==> config.mk <==
export PLATFORM = sky130hd
export DESIGN_NAME = obrw_front
export DESIGN_NICKNAME = d
export VERILOG_FILES = /design/src/hdl/ohlc_bar_ring_window_top_assert.svh /design/src/hdl/obrw_pkg.sv /design/src/hdl/obrw_front.sv
export SDC_FILE = /design/constraint.sdc
export NUM_CORES = 1
export LEC_CHECK = 0
export BUFFER_PORTS_ARGS = -buffer_cell sky130_fd_sc_hd__buf_2
export CAP_MARGIN = 30
export CORE_AREA = 2 2 198 200
export DETAILED_ROUTE_END_ITERATION = 8
export DIE_AREA = 0 0 200 202
export PLACE_DENSITY = 0.77
export SYNTH_ARGS = -nofsm -noshare
export SYNTH_HDL_FRONTEND = slang
export SYNTH_SLANG_ARGS = --single-unit
==> constraint.sdc <==
create_clock -name clk -period 27.8 [get_ports clk]
set_clock_uncertainty 0.2 [all_clocks]
set_input_delay 2.78 -clock clk [delete_from_list [all_inputs] [get_ports clk]]
set_output_delay 2.78 -clock clk [all_outputs]
set_load 0.01 [all_outputs]
==> src/hdl/ohlc_bar_ring_window_top_assert.svh <==
// assertion macros shared by the bar ring window
`ifndef OHLC_BAR_RING_WINDOW_TOP_ASSERT_SVH
`define OHLC_BAR_RING_WINDOW_TOP_ASSERT_SVH

// same-cycle implication check
`define OBRW_ASSERT_IMPLY(label, clk, rst_n, ante, cons) \
    label: assert property (@(posedge clk) disable iff (!rst_n) (ante) |-> (cons)) \
        else $error("obrw: same-cycle check failed");

// next-cycle implication check
`define OBRW_ASSERT_NEXT(label, clk, rst_n, ante, cons) \
    label: assert property (@(posedge clk) disable iff (!rst_n) (ante) |=> (cons)) \
        else $error("obrw: next-cycle check failed");

`endif

==> src/hdl/obrw_pkg.sv <==
`default_nettype none

package obrw_pkg;

    // field widths fixed by the interface
    localparam int PRICE_W  = 32;
    localparam int DATE_W   = 32;
    localparam int VOL_W    = 48;
    localparam int FAC_W    = 32;
    localparam int AGE_W    = 6;
    localparam int CNT_W    = 7;
    localparam int OP_W     = 2;

    // input queue between front and back
    localparam int Q_DEPTH  = 2;

    // op codes
    localparam logic [OP_W-1:0] OP_PUSH  = 2'd0;
    localparam logic [OP_W-1:0] OP_SCALE = 2'd1;
    localparam logic [OP_W-1:0] OP_READ  = 2'd2;
    localparam logic [OP_W-1:0] OP_CLEAR = 2'd3;

    // fixed point constants
    localparam logic [FAC_W-1:0]   ONE_Q16   = 32'h0001_0000;
    localparam logic [PRICE_W-1:0] PRICE_MAX = 32'h7FFF_FFFF;
    localparam logic [PRICE_W-1:0] PRICE_MIN = 32'h8000_0000;

    // ready threshold after reset
    localparam logic [CNT_W-1:0] THR_RESET = 7'd1;

    typedef logic [CNT_W-1:0] cnt_t;

    typedef enum logic [1:0] {
        K_PUSH,
        K_SCALE,
        K_READ,
        K_CLEAR
    } kind_t;

    // classified word as queued for the back end
    typedef struct packed {
        kind_t                     kind;
        logic                      scale_ok;
        logic [DATE_W-1:0]         bar_date;
        logic signed [PRICE_W-1:0] price_open;
        logic signed [PRICE_W-1:0] price_high;
        logic signed [PRICE_W-1:0] price_low;
        logic signed [PRICE_W-1:0] price_close;
        logic [VOL_W-1:0]          traded_volume;
        logic [FAC_W-1:0]          factor;
        logic [AGE_W-1:0]          age_index;
    } item_t;

    // one stored bar
    typedef struct packed {
        logic [DATE_W-1:0]         date;
        logic signed [PRICE_W-1:0] open_p;
        logic signed [PRICE_W-1:0] high_p;
        logic signed [PRICE_W-1:0] low_p;
        logic signed [PRICE_W-1:0] close_p;
        logic [VOL_W-1:0]          volume;
    } bar_t;

    // result word
    typedef struct packed {
        logic                      bar_valid;
        logic [DATE_W-1:0]         out_date;
        logic signed [PRICE_W-1:0] out_open;
        logic signed [PRICE_W-1:0] out_high;
        logic signed [PRICE_W-1:0] out_low;
        logic signed [PRICE_W-1:0] out_close;
        logic [VOL_W-1:0]          out_volume;
        logic signed [PRICE_W-1:0] newest_close;
        logic [DATE_W-1:0]         newest_date;
        logic [CNT_W-1:0]          bar_count;
        logic                      ready_res;
    } res_t;

endpackage

`default_nettype wire

==> src/hdl/obrw_front.sv <==
`default_nettype none

module obrw_front (
    input  wire logic                                clk,
    input  wire logic                                rst_n,
    input  wire logic                                in_valid,
    output logic                                     in_ready,
    input  wire logic [obrw_pkg::OP_W-1:0]           op,
    input  wire logic [obrw_pkg::DATE_W-1:0]         bar_date,
    input  wire logic signed [obrw_pkg::PRICE_W-1:0] price_open,
    input  wire logic signed [obrw_pkg::PRICE_W-1:0] price_high,
    input  wire logic signed [obrw_pkg::PRICE_W-1:0] price_low,
    input  wire logic signed [obrw_pkg::PRICE_W-1:0] price_close,
    input  wire logic [obrw_pkg::VOL_W-1:0]          traded_volume,
    input  wire logic [obrw_pkg::FAC_W-1:0]          factor,
    input  wire logic [obrw_pkg::AGE_W-1:0]          age_index,
    output logic                                     q_valid,
    output obrw_pkg::item_t                          q_item,
    input  wire logic                                q_pop
);

    localparam int QW = $clog2(obrw_pkg::Q_DEPTH);

    typedef logic [QW-1:0] ptr_t;
    typedef logic [QW:0]   fill_t;

    obrw_pkg::item_t q_mem [obrw_pkg::Q_DEPTH];
    obrw_pkg::item_t item_in;

    ptr_t  wr_ptr_reg, wr_ptr_next;
    ptr_t  rd_ptr_reg, rd_ptr_next;
    fill_t fill_reg, fill_next;
    logic  push;

    // classify the incoming word
    always_comb
    begin
        item_in.bar_date      = bar_date;
        item_in.price_open    = price_open;
        item_in.price_high    = price_high;
        item_in.price_low     = price_low;
        item_in.price_close   = price_close;
        item_in.traded_volume = traded_volume;
        item_in.age_index     = age_index;
        item_in.factor        = factor;
        item_in.scale_ok      = (factor != '0) && (factor != obrw_pkg::ONE_Q16);
        case (op)
            obrw_pkg::OP_PUSH:
            begin
                item_in.kind = obrw_pkg::K_PUSH;
                // a zero factor on a push means unity
                if (factor == '0)
                begin
                    item_in.factor = obrw_pkg::ONE_Q16;
                end
            end
            obrw_pkg::OP_SCALE: item_in.kind = obrw_pkg::K_SCALE;
            obrw_pkg::OP_READ:  item_in.kind = obrw_pkg::K_READ;
            default:            item_in.kind = obrw_pkg::K_CLEAR;
        endcase
    end

    // queue control
    assign in_ready = (fill_reg < fill_t'(obrw_pkg::Q_DEPTH));
    assign push     = in_valid && in_ready;
    assign q_valid  = (fill_reg != '0);
    assign q_item   = q_mem[rd_ptr_reg];

    always_comb
    begin
        wr_ptr_next = wr_ptr_reg;
        rd_ptr_next = rd_ptr_reg;
        fill_next   = fill_reg;
        if (push)
        begin
            wr_ptr_next = (wr_ptr_reg == ptr_t'(obrw_pkg::Q_DEPTH - 1)) ? '0
                                                                        : wr_ptr_reg + 1'b1;
        end
        if (q_pop)
        begin
            rd_ptr_next = (rd_ptr_reg == ptr_t'(obrw_pkg::Q_DEPTH - 1)) ? '0
                                                                        : rd_ptr_reg + 1'b1;
        end
        if (push && !q_pop)
        begin
            fill_next = fill_reg + 1'b1;
        end
        else if (!push && q_pop)
        begin
            fill_next = fill_reg - 1'b1;
        end
    end

    always_ff @(posedge clk or negedge rst_n)
    begin
        if (!rst_n)
        begin
            wr_ptr_reg <= '0;
            rd_ptr_reg <= '0;
            fill_reg   <= '0;
        end
        else
        begin
            wr_ptr_reg <= wr_ptr_next;
            rd_ptr_reg <= rd_ptr_next;
            fill_reg   <= fill_next;
        end
    end

    // queue entries
    always_ff @(posedge clk)
    begin
        if (push)
        begin
            q_mem[wr_ptr_reg] <= item_in;
        end
    end

endmodule

`default_nettype wire

==> metrics, run 1 <==
longest individual stage delay on the worst path=0.78 ns; number of buffer and inverter stages on the critical path=4; Post CTS Setup Buffer Count=0; count of flip-flops with a built-in enable after synthesis=498; portion of the clock cycle consumed by the worst path in the final layout=22.3%; Crit path max-delay family=buffers and inverters; Post-Synthesis Cells=838; worst reg2reg endpoint=q_mem[1][156]; worst vdd rail ir drop=0.0000646 V; final hold vios=0; maximum root-to-sink buffer count=3; row cnt=72; Die Outline Area=0.0404 sq mm; Critical Path, Cell by Cell=buf_4, buf_16, buf_4, mux2_4, buf_2; Mapped Area=0.0192 sq mm; H-tree levels=2; Synth async-reset ratio=0.797%; drt total wl=39800 um; worst reg2reg startpoint=fill_reg[1]; Worst path slowest cell=sky130_fd_sc_hd__buf_4; Avg Inst Size Synth=22.9 sq um; peak clock frequency supported by timing=162 MHz; largest cells by area after synthesis=sky130_fd_sc_hd__edfxtp_1 (78%), sky130_fd_sc_hd__mux2_4 (16%), sky130_fd_sc_hd__mux2_2 (2.9%), sky130_fd_sc_hd__buf_6 (1.2%), sky130_fd_sc_hd__clkbuf_1 (0.64%); Synthesis Warnings=0; first drt pass iteration count=4; detailed-route vias per instance=4.98; critical path fanouts, max=56; Die Span X=200 um; All-Layer GR Usage=18.8%; proportion of netlist area held by the largest area contributor=77.9%; post-layout min period=6.19 ns; end point of the critical path=q_item[122]; Critical Path Sink Type=output pin; top flip-flop cell by instance count after synthesis=sky130_fd_sc_hd__edfxtp_1; flip-flop and latch count after synthesis=502; final antenna-violating net count=0; ratio of total power to cell area=101 mW/mm^2; Mapped Nets=1091; cell leakage power=9.32 nW; Hold WC Path Type=reg2reg; clk root buf=sky130_fd_sc_hd__clkbuf_16; antenna violations before repair=11; setup repair after global routing missed its margin=false; layout cells sized above 1=60.4%; element type at the critical path start=flop; Least-Margin Pin Slew=0.988 ns; worst setup path startpoint=rd_ptr_reg; Post-DP HPWL=27600 um; post-route DRC violation count=0; pin count of the biggest net entering global routing=75; final weighted congestion of routability-driven global placement=0.787; number of cells upsized or downsized after cts=0; post-synthesis to final-layout area growth=23.2%; sequential area share after synthesis=78.4%; max-slew violation count=0; commonest cells in the netlist=sky130_fd_sc_hd__edfxtp_1 (498), sky130_fd_sc_hd__mux2_4 (200), sky130_fd_sc_hd__mux2_2 (49); flip-flop count of the largest register after layout=498; fin nets=1600; Clk pin slew, worst setup/hold paths=0.06 ns; average wire per standard cell=20.8 um; vias=9531; stages on the worst setup path=5; headroom to the max-slew limit=34.1%; number of port buffers=502; final-report setup violation count=0; count of hold-fix buffers inserted at cts=0; number of design-rule violations left by the first detailed-router iteration=439; Finished Layout Cells=1912; r2r setup slk=24.18 ns; Worst Reg-to-Reg Cells=4; run status=completed; most numerous cell on the critical path=sky130_fd_sc_hd__buf_4; total clock sinks=502; post-synthesis cell type count=20; Crit Path Category=reg2out; Worst Hold Margin=0.327 ns; CTS tree=done; insertion delay of the later-clocked pin in the worst-skew pair=0.57 ns; required time of the critical path=24.82 ns; Die Height=202 um; Floorplan Core Area=0.0383 sq mm; # IOs=503; cell accounting for the most synthesized area=sky130_fd_sc_hd__edfxtp_1; max capacitance violation total=0; top-count cell post-synth=sky130_fd_sc_hd__edfxtp_1; wire length of the first global-routing pass=56200 um; vias in the first global route=9944; slack of the critical path=21.61 ns; DP Worst Slack=21.69 ns; initial cell density of the core=50.2%; GRT overflow=0; number of cells in the design after placement=1809; CP arrival=3.21 ns; aggregate negative setup slack=0 ns; number of buffers added by the clock tree synthesis step=51
==> cell type report <==
cell class	count	area [sq um]
Antenna cell	11	27.5
Clock buffer	65	1330
Clock inverter	24	149
Fill cell	2684	14600
Inverter	3	11.3
Multi-Input combinational cell	272	3730
Sequential cell	502	15100
Tap cell	518	648
Timing Repair Buffer	517	2710
==> power by group <==
part,switching (W),total (W),internal (W)
logic,0.000371,0.000739,0.000368
registers,0.0000429,0.00104,0.000993
clock network,0.000262,0.000607,0.000345
total,0.000675,0.00238,0.00171
==> metal layers <==
metal  global-route usage [%]  up-vias  part of all wire (%)  wire length [um]
li1                         -     4340                     -                 -
met1                     20.6     4688                    36             14500
met2                     32.6      421                    51             20200
met3                     6.66       80                   9.2              3670
met4                     8.68        2                   3.4              1360
met5                        0        -                 0.043                17
==> logic make-up after synthesis <==
family / Yosys count / share of synthesized area, %
adders and majority gates: 1 / 0.0651
buffers and inverters: 64 / 2.22
AOI/OAI and AO/OA: 1 / 0.0847
DFF: 502 / 78.4
xor gates and xnor gates: 5 / 0.228
and+or+nand+nor: 16 / 0.502
muxes: 249 / 18.5
==> metrics by stage <==
step	power, W	utilization (%)	instance area (sq um)
2_1_floorplan	0.00160	-	19200
3_3_place_gp	0.00177	57.6	22000
3_5_place_dp	0.00179	57.7	22100
4_1_cts	0.00240	61.5	23600
5_1_grt	0.00249	61.8	23700
6_report	0.00238	61.8	23700
==> placed cells by master (no fill, tap or decap), types with 2 or more instances in the layout <==
cell type / n
sky130_fd_sc_hd__xnor2_1: 2
sky130_fd_sc_hd__xor2_1: 3
sky130_fd_sc_hd__nor4_1: 7
sky130_fd_sc_hd__nand4_1: 2
sky130_fd_sc_hd__mux2_4: 200
sky130_fd_sc_hd__clkinv_1: 11
sky130_fd_sc_hd__edfxtp_1: 498
sky130_fd_sc_hd__or2_2: 2
sky130_fd_sc_hd__mux2_2: 49
sky130_fd_sc_hd__clkbuf_1: 14
sky130_fd_sc_hd__inv_6: 3
sky130_fd_sc_hd__buf_2: 502
sky130_fd_sc_hd__dfrtp_1: 3
sky130_fd_sc_hd__inv_1: 3
sky130_fd_sc_hd__buf_4: 11
sky130_fd_sc_hd__buf_16: 4
sky130_fd_sc_hd__diode_2: 11
sky130_fd_sc_hd__clkinv_2: 7
sky130_fd_sc_hd__clkbuf_16: 51
==> how the worst min path moves through the flow <==
stage / startpoint / end / cells after the start
floorplan: wr_ptr_reg / wr_ptr_reg / 1
global placement: fill_reg[0] / fill_reg[0] / 1
detailed placement: fill_reg[0] / fill_reg[0] / 1
CTS: fill_reg[0] / fill_reg[0] / 1
global route: fill_reg[0] / fill_reg[0] / 1
finish: fill_reg[0] / fill_reg[0] / 1
Power figures use the tool's default switching activity.
==> run 2, diff against run 1 <==
--- a/config.mk
+++ b/config.mk
@@ -7,10 +7,10 @@
 export LEC_CHECK = 0
 export BUFFER_PORTS_ARGS = -buffer_cell sky130_fd_sc_hd__buf_2
 export CAP_MARGIN = 30
-export CORE_AREA = 2 2 198 200
+export CORE_ASPECT_RATIO = 0.8
+export CORE_UTILIZATION = 53
 export DETAILED_ROUTE_END_ITERATION = 8
-export DIE_AREA = 0 0 200 202
-export PLACE_DENSITY = 0.77
+export PLACE_DENSITY = 0.8
 export SYNTH_ARGS = -nofsm -noshare
 export SYNTH_HDL_FRONTEND = slang
 export SYNTH_SLANG_ARGS = --single-unit
==> constraint.sdc (replaced) <==
create_clock -name clk -period 6.12 [get_ports clk]
set_clock_uncertainty 0.2 [all_clocks]
set_input_delay 0.612 -clock clk [delete_from_list [all_inputs] [get_ports clk]]
set_output_delay 0.612 -clock clk [all_outputs]
set_load 0.01 [all_outputs]
==> metrics, run 2 (synthesis gave the netlist of run 1 again) <==
run status=completed; Least-Margin Pin Slew=0.963 ns; initial cell density of the core=54.6%; All-Layer GR Usage=20.7%; GRT overflow=0; Floorplan Core Area=0.0352 sq mm; Post-DP HPWL=26900 um; final weighted congestion of routability-driven global placement=0.795; number of port buffers=502; Clk pin slew, worst setup/hold paths=0.06 ns; layout cells sized above 1=60.8%; required time of the critical path=5.31 ns; max-slew violation count=0; post-layout min period=3.67 ns; max capacitance violation total=0; post-synthesis to final-layout area growth=23.3%; H-tree levels=2; Worst Reg-to-Reg Cells=3; DP Worst Slack=2.89 ns; total clock sinks=502; fin nets=1590; worst reg2reg endpoint=q_mem[1][236]; Min-Delay Startpoint=price_high[9]; drt total wl=40000 um; Endpoint, Worst Hold=q_mem[1][159]; final hold vios=0; worst reg2reg startpoint=fill_reg[1]; worst hold stages=1; detailed-route vias per instance=5.12; Post CTS Setup Buffer Count=0; Critical Path Sink Type=output pin; worst setup path startpoint=rd_ptr_reg; leading cell types in the layout, fill and taps excluded=sky130_fd_sc_hd__buf_2 (502), sky130_fd_sc_hd__edfxtp_1 (498), sky130_fd_sc_hd__mux2_4 (200); Hold WC Path Type=in2reg; r2r setup slk=3.22 ns; headroom to the max-slew limit=35.8%; Die Height=172 um; peak clock frequency supported by timing=272 MHz; pin count of the biggest net entering global routing=129; vias=9496; Die Outline Area=0.0370 sq mm; count of hold-fix buffers inserted at cts=1; setup repair after global routing missed its margin=false; Crit Path Category=reg2out; final-report setup violation count=0; number of design-rule violations left by the first detailed-router iteration=558; maximum root-to-sink buffer count=3; most common cell after layout, fill and taps aside=sky130_fd_sc_hd__buf_2; insertion delay of the later-clocked pin in the worst-skew pair=0.54 ns; aggregate negative setup slack=0 ns; number of cells upsized or downsized after cts=0; row cnt=61; CTS tree=done; first drt pass iteration count=7; # IOs=503; wire length of the first global-routing pass=57000 um; portion of the clock cycle consumed by the worst path in the final layout=60.0%; antenna violations before repair=14; ratio of total power to cell area=467 mW/mm^2; final antenna-violating net count=0; CP arrival=2.86 ns; average wire per standard cell=21.6 um; critical path fanouts, max=85; post-route DRC violation count=0; vias in the first global route=9749; clk root buf=sky130_fd_sc_hd__clkbuf_16; number of buffers added by the clock tree synthesis step=47; slack of the critical path=2.45 ns; worst vdd rail ir drop=0.000297 V; element type at the critical path start=flop; flip-flop count of the largest register after layout=498; Die Span X=215 um; cell leakage power=9.34 nW
-- run 2: worst max path at each step --
stage / slack, ns / endpoint / cells past startpoint
after floorplan: 0.82 / q_mem[0][0] / 2
after global routing: 2.34 / q_item[8] / 4
after global placement: 2.93 / q_item[36] / 3
after CTS: 2.44 / q_item[8] / 4
after detailed placement: 2.89 / q_mem[1][78] / 4
final: 2.45 / q_item[8] / 4
-- run 2: per-layer routing --
layer	vias to the layer above	wire length [um]	GRT usage, %
met4	16	923	6.83
met5	-	93	0
li1	4298	-	-
met2	401	20500	35.6
met1	4705	14700	24.0
met3	76	3840	8.00
-- run 2: critical path: stages, from the launching register on --
cell and delay, ns:
sky130_fd_sc_hd__dfrtp_4 0.80, sky130_fd_sc_hd__buf_12 0.32, sky130_fd_sc_hd__buf_12 0.48, sky130_fd_sc_hd__mux2_4 0.37
sky130_fd_sc_hd__buf_2 0.16
-- run 2: cell type report --
| cell class | instances | area [sq um] |
|---|---|---|
| Timing Repair Buffer | 511 | 2660 |
| Clock inverter | 30 | 352 |
| Fill cell | 2264 | 11500 |
| Clock buffer | 57 | 1260 |
| Antenna cell | 6 | 15.0 |
| Sequential cell | 502 | 15100 |
| Inverter | 3 | 11.3 |
| Multi-Input combinational cell | 272 | 3730 |
| Tap cell | 472 | 591 |
-- run 2: power by group --
part | total [W] | switching (W) | internal, W
clock network | 0.00300 | 0.00120 | 0.00180
logic | 0.00336 | 0.00171 | 0.00165
registers | 0.00471 | 0.000202 | 0.00451
total | 0.0111 | 0.00311 | 0.00795
-- run 2: metrics by stage --
step,util (%),instance area (sq um),cells,hold WS [ns],power [W]
after floorplan,-,19200,838,0.116,0.00713
after global placement,62.6,22000,1758,0.220,0.00809
after detailed placement,62.6,22000,1759,0.225,0.00815
after CTS,67.2,23700,1847,0.0193,0.0112
after global routing,67.3,23700,1850,0.0215,0.0115
final,67.3,23700,1853,0.0552,0.0111
==> run 3, diff against run 2 <==
--- a/config.mk
+++ b/config.mk
@@ -8,9 +8,9 @@
 export BUFFER_PORTS_ARGS = -buffer_cell sky130_fd_sc_hd__buf_2
 export CAP_MARGIN = 30
 export CORE_ASPECT_RATIO = 0.8
-export CORE_UTILIZATION = 53
+export CORE_UTILIZATION = 48
 export DETAILED_ROUTE_END_ITERATION = 8
-export PLACE_DENSITY = 0.8
+export PLACE_DENSITY = 0.77
 export SYNTH_ARGS = -nofsm -noshare
 export SYNTH_HDL_FRONTEND = slang
 export SYNTH_SLANG_ARGS = --single-unit
==> constraint.sdc (replaced) <==
create_clock -name clk -period 3 [get_ports clk]
set_clock_uncertainty 0.2 [all_clocks]
set_input_delay 0.3 -clock clk [delete_from_list [all_inputs] [get_ports clk]]
set_output_delay 0.3 -clock clk [all_outputs]
set_load 0.01 [all_outputs]
==> metrics, run 3 (synthesis gave the netlist of run 1 again) <==
run status=completed; antenna violations before repair=8; cell leakage power=10.5 nW; post-layout min period=2.65 ns; number of buffers added by the clock tree synthesis step=48; Die Span X=226 um; Crit path max-delay family=buffers and inverters; ratio of total power to cell area=863 mW/mm^2; portion of the clock cycle consumed by the worst path in the final layout=88.4%; required time of the critical path=2.50 ns; Worst path slowest cell=sky130_fd_sc_hd__dfrtp_4; GRT overflow=0; clk root buf=sky130_fd_sc_hd__clkbuf_16; Post-DP Area=0.0224 sq mm; insertion delay of the later-clocked pin in the worst-skew pair=0.54 ns; fin nets=1871; setup repair after global routing missed its margin=false; aggregate negative setup slack=0 ns; maximum root-to-sink buffer count=3; pin count of the biggest net entering global routing=101; post-route cell area=0.0265 sq mm; most numerous cell on the critical path=sky130_fd_sc_hd__buf_12; headroom to the max-slew limit=53.6%; final hold vios=0; leading cell types in the layout, fill and taps excluded=sky130_fd_sc_hd__buf_2 (502), sky130_fd_sc_hd__edfxtp_1 (498), sky130_fd_sc_hd__dlygate4sd3_1 (252); Die Outline Area=0.0408 sq mm; peak clock frequency supported by timing=377 MHz; post-synthesis to final-layout area growth=37.7%; max-slew violation count=0; Clk pin slew, worst setup/hold paths=0.06 ns; Post-DP HPWL=28300 um; Post CTS Setup Buffer Count=0; final-report setup violation count=0; longest individual stage delay on the worst path=0.59 ns; Least-Margin Pin Slew=0.696 ns; Floorplan Core Area=0.0394 sq mm; vias=10900; # IOs=503; number of design-rule violations left by the first detailed-router iteration=541; detailed-route vias per instance=4.95; drt total wl=45800 um; Die Height=181 um; flip-flop count of the largest register after layout=498; critical path fanouts, max=27; Hold WC Path Type=in2reg; number of buffer and inverter stages on the critical path=3; All-Layer GR Usage=22.1%; Critical Path, Cell by Cell=buf_12, buf_12, mux2_4, buf_2; Filler Cell Count=2452; layout cells sized above 1=52.4%; number of port buffers=502; vias in the first global route=11700; element type at the critical path start=flop; initial cell density of the core=48.7%; first drt pass iteration count=5; post-route DRC violation count=0; Crit Path Category=reg2out; final weighted congestion of routability-driven global placement=0.792; max capacitance violation total=0; Critical Path Sink Type=output pin; CP arrival=2.15 ns; CTS tree=done; final antenna-violating net count=0; total clock sinks=502; worst vdd rail ir drop=0.000733 V; row cnt=65; most common cell after layout, fill and taps aside=sky130_fd_sc_hd__buf_2; average wire per standard cell=20.8 um; wire length of the first global-routing pass=67800 um; H-tree levels=2
run 3: routing by layer:
metal | share of wire (%) | track usage, %
met5 | 0 | 0
met3 | 8.2 | 6.54
met1 | 38 | 26.0
met2 | 51 | 38.3
met4 | 2.9 | 7.78
run 3: final cells by class:
cell class                 count  area, sq um  area share [%]
antenna                        9         22.5          0.0851
clock buffer                  59         1260            4.78
clock inverter                27          200           0.757
inverter                       3         11.3          0.0426
multi-input combinational    272         3740            14.1
sequential                   502        15100            56.9
tap                          536          671            2.54
timing repair buffer         791         5490            20.7
run 3: worst paths after layout:
path | cells after the start | slack, ns | endpoint | startpoint
min in group asynchronous | 3 | 0.46 | fill_reg[0] | rst_n
max in group asynchronous | 3 | 1.96 | rd_ptr_reg | rst_n
min reg2reg | 1 | 0.34 | fill_reg[0] | fill_reg[0]
max | 4 | 0.35 | q_item[121] | rd_ptr_reg
max reg2reg | 3 | 0.87 | q_mem[1][138] | fill_reg[1]
min | 2 | 0.28 | q_mem[0][227] | bar_date[13]
run 3: what timing repair did:
action | in CTS | in global routing
gates resized for setup | 0 | 0
endpoints found under the setup margin | 0 | 0
hold endpoints to repair | 503 | 0
hold buffers | 252 | 0
run 3: power breakdown:
part	total [W]	switching [W]	internal, W
clock	0.00570	0.00252	0.00318
combinational	0.00756	0.00372	0.00383
sequential	0.00957	0.000391	0.00918
total	0.0228	0.00663	0.0162
run 3: metrics by stage:
stage	hold slack [ns]	utilization (%)	total power, W	setup slack, ns	std cells
6_report	0.278	67.1	0.0228	0.349	2199
5_1_grt	0.264	67.0	0.0237	0.254	2196
4_1_cts	0.242	67.0	0.0229	0.310	2190
3_5_place_dp	-0.0939	56.9	0.0169	0.860	1852
3_3_place_gp	-0.0908	56.9	0.0168	0.877	1852
2_1_floorplan	-0.196	-	0.0145	-1.98	838
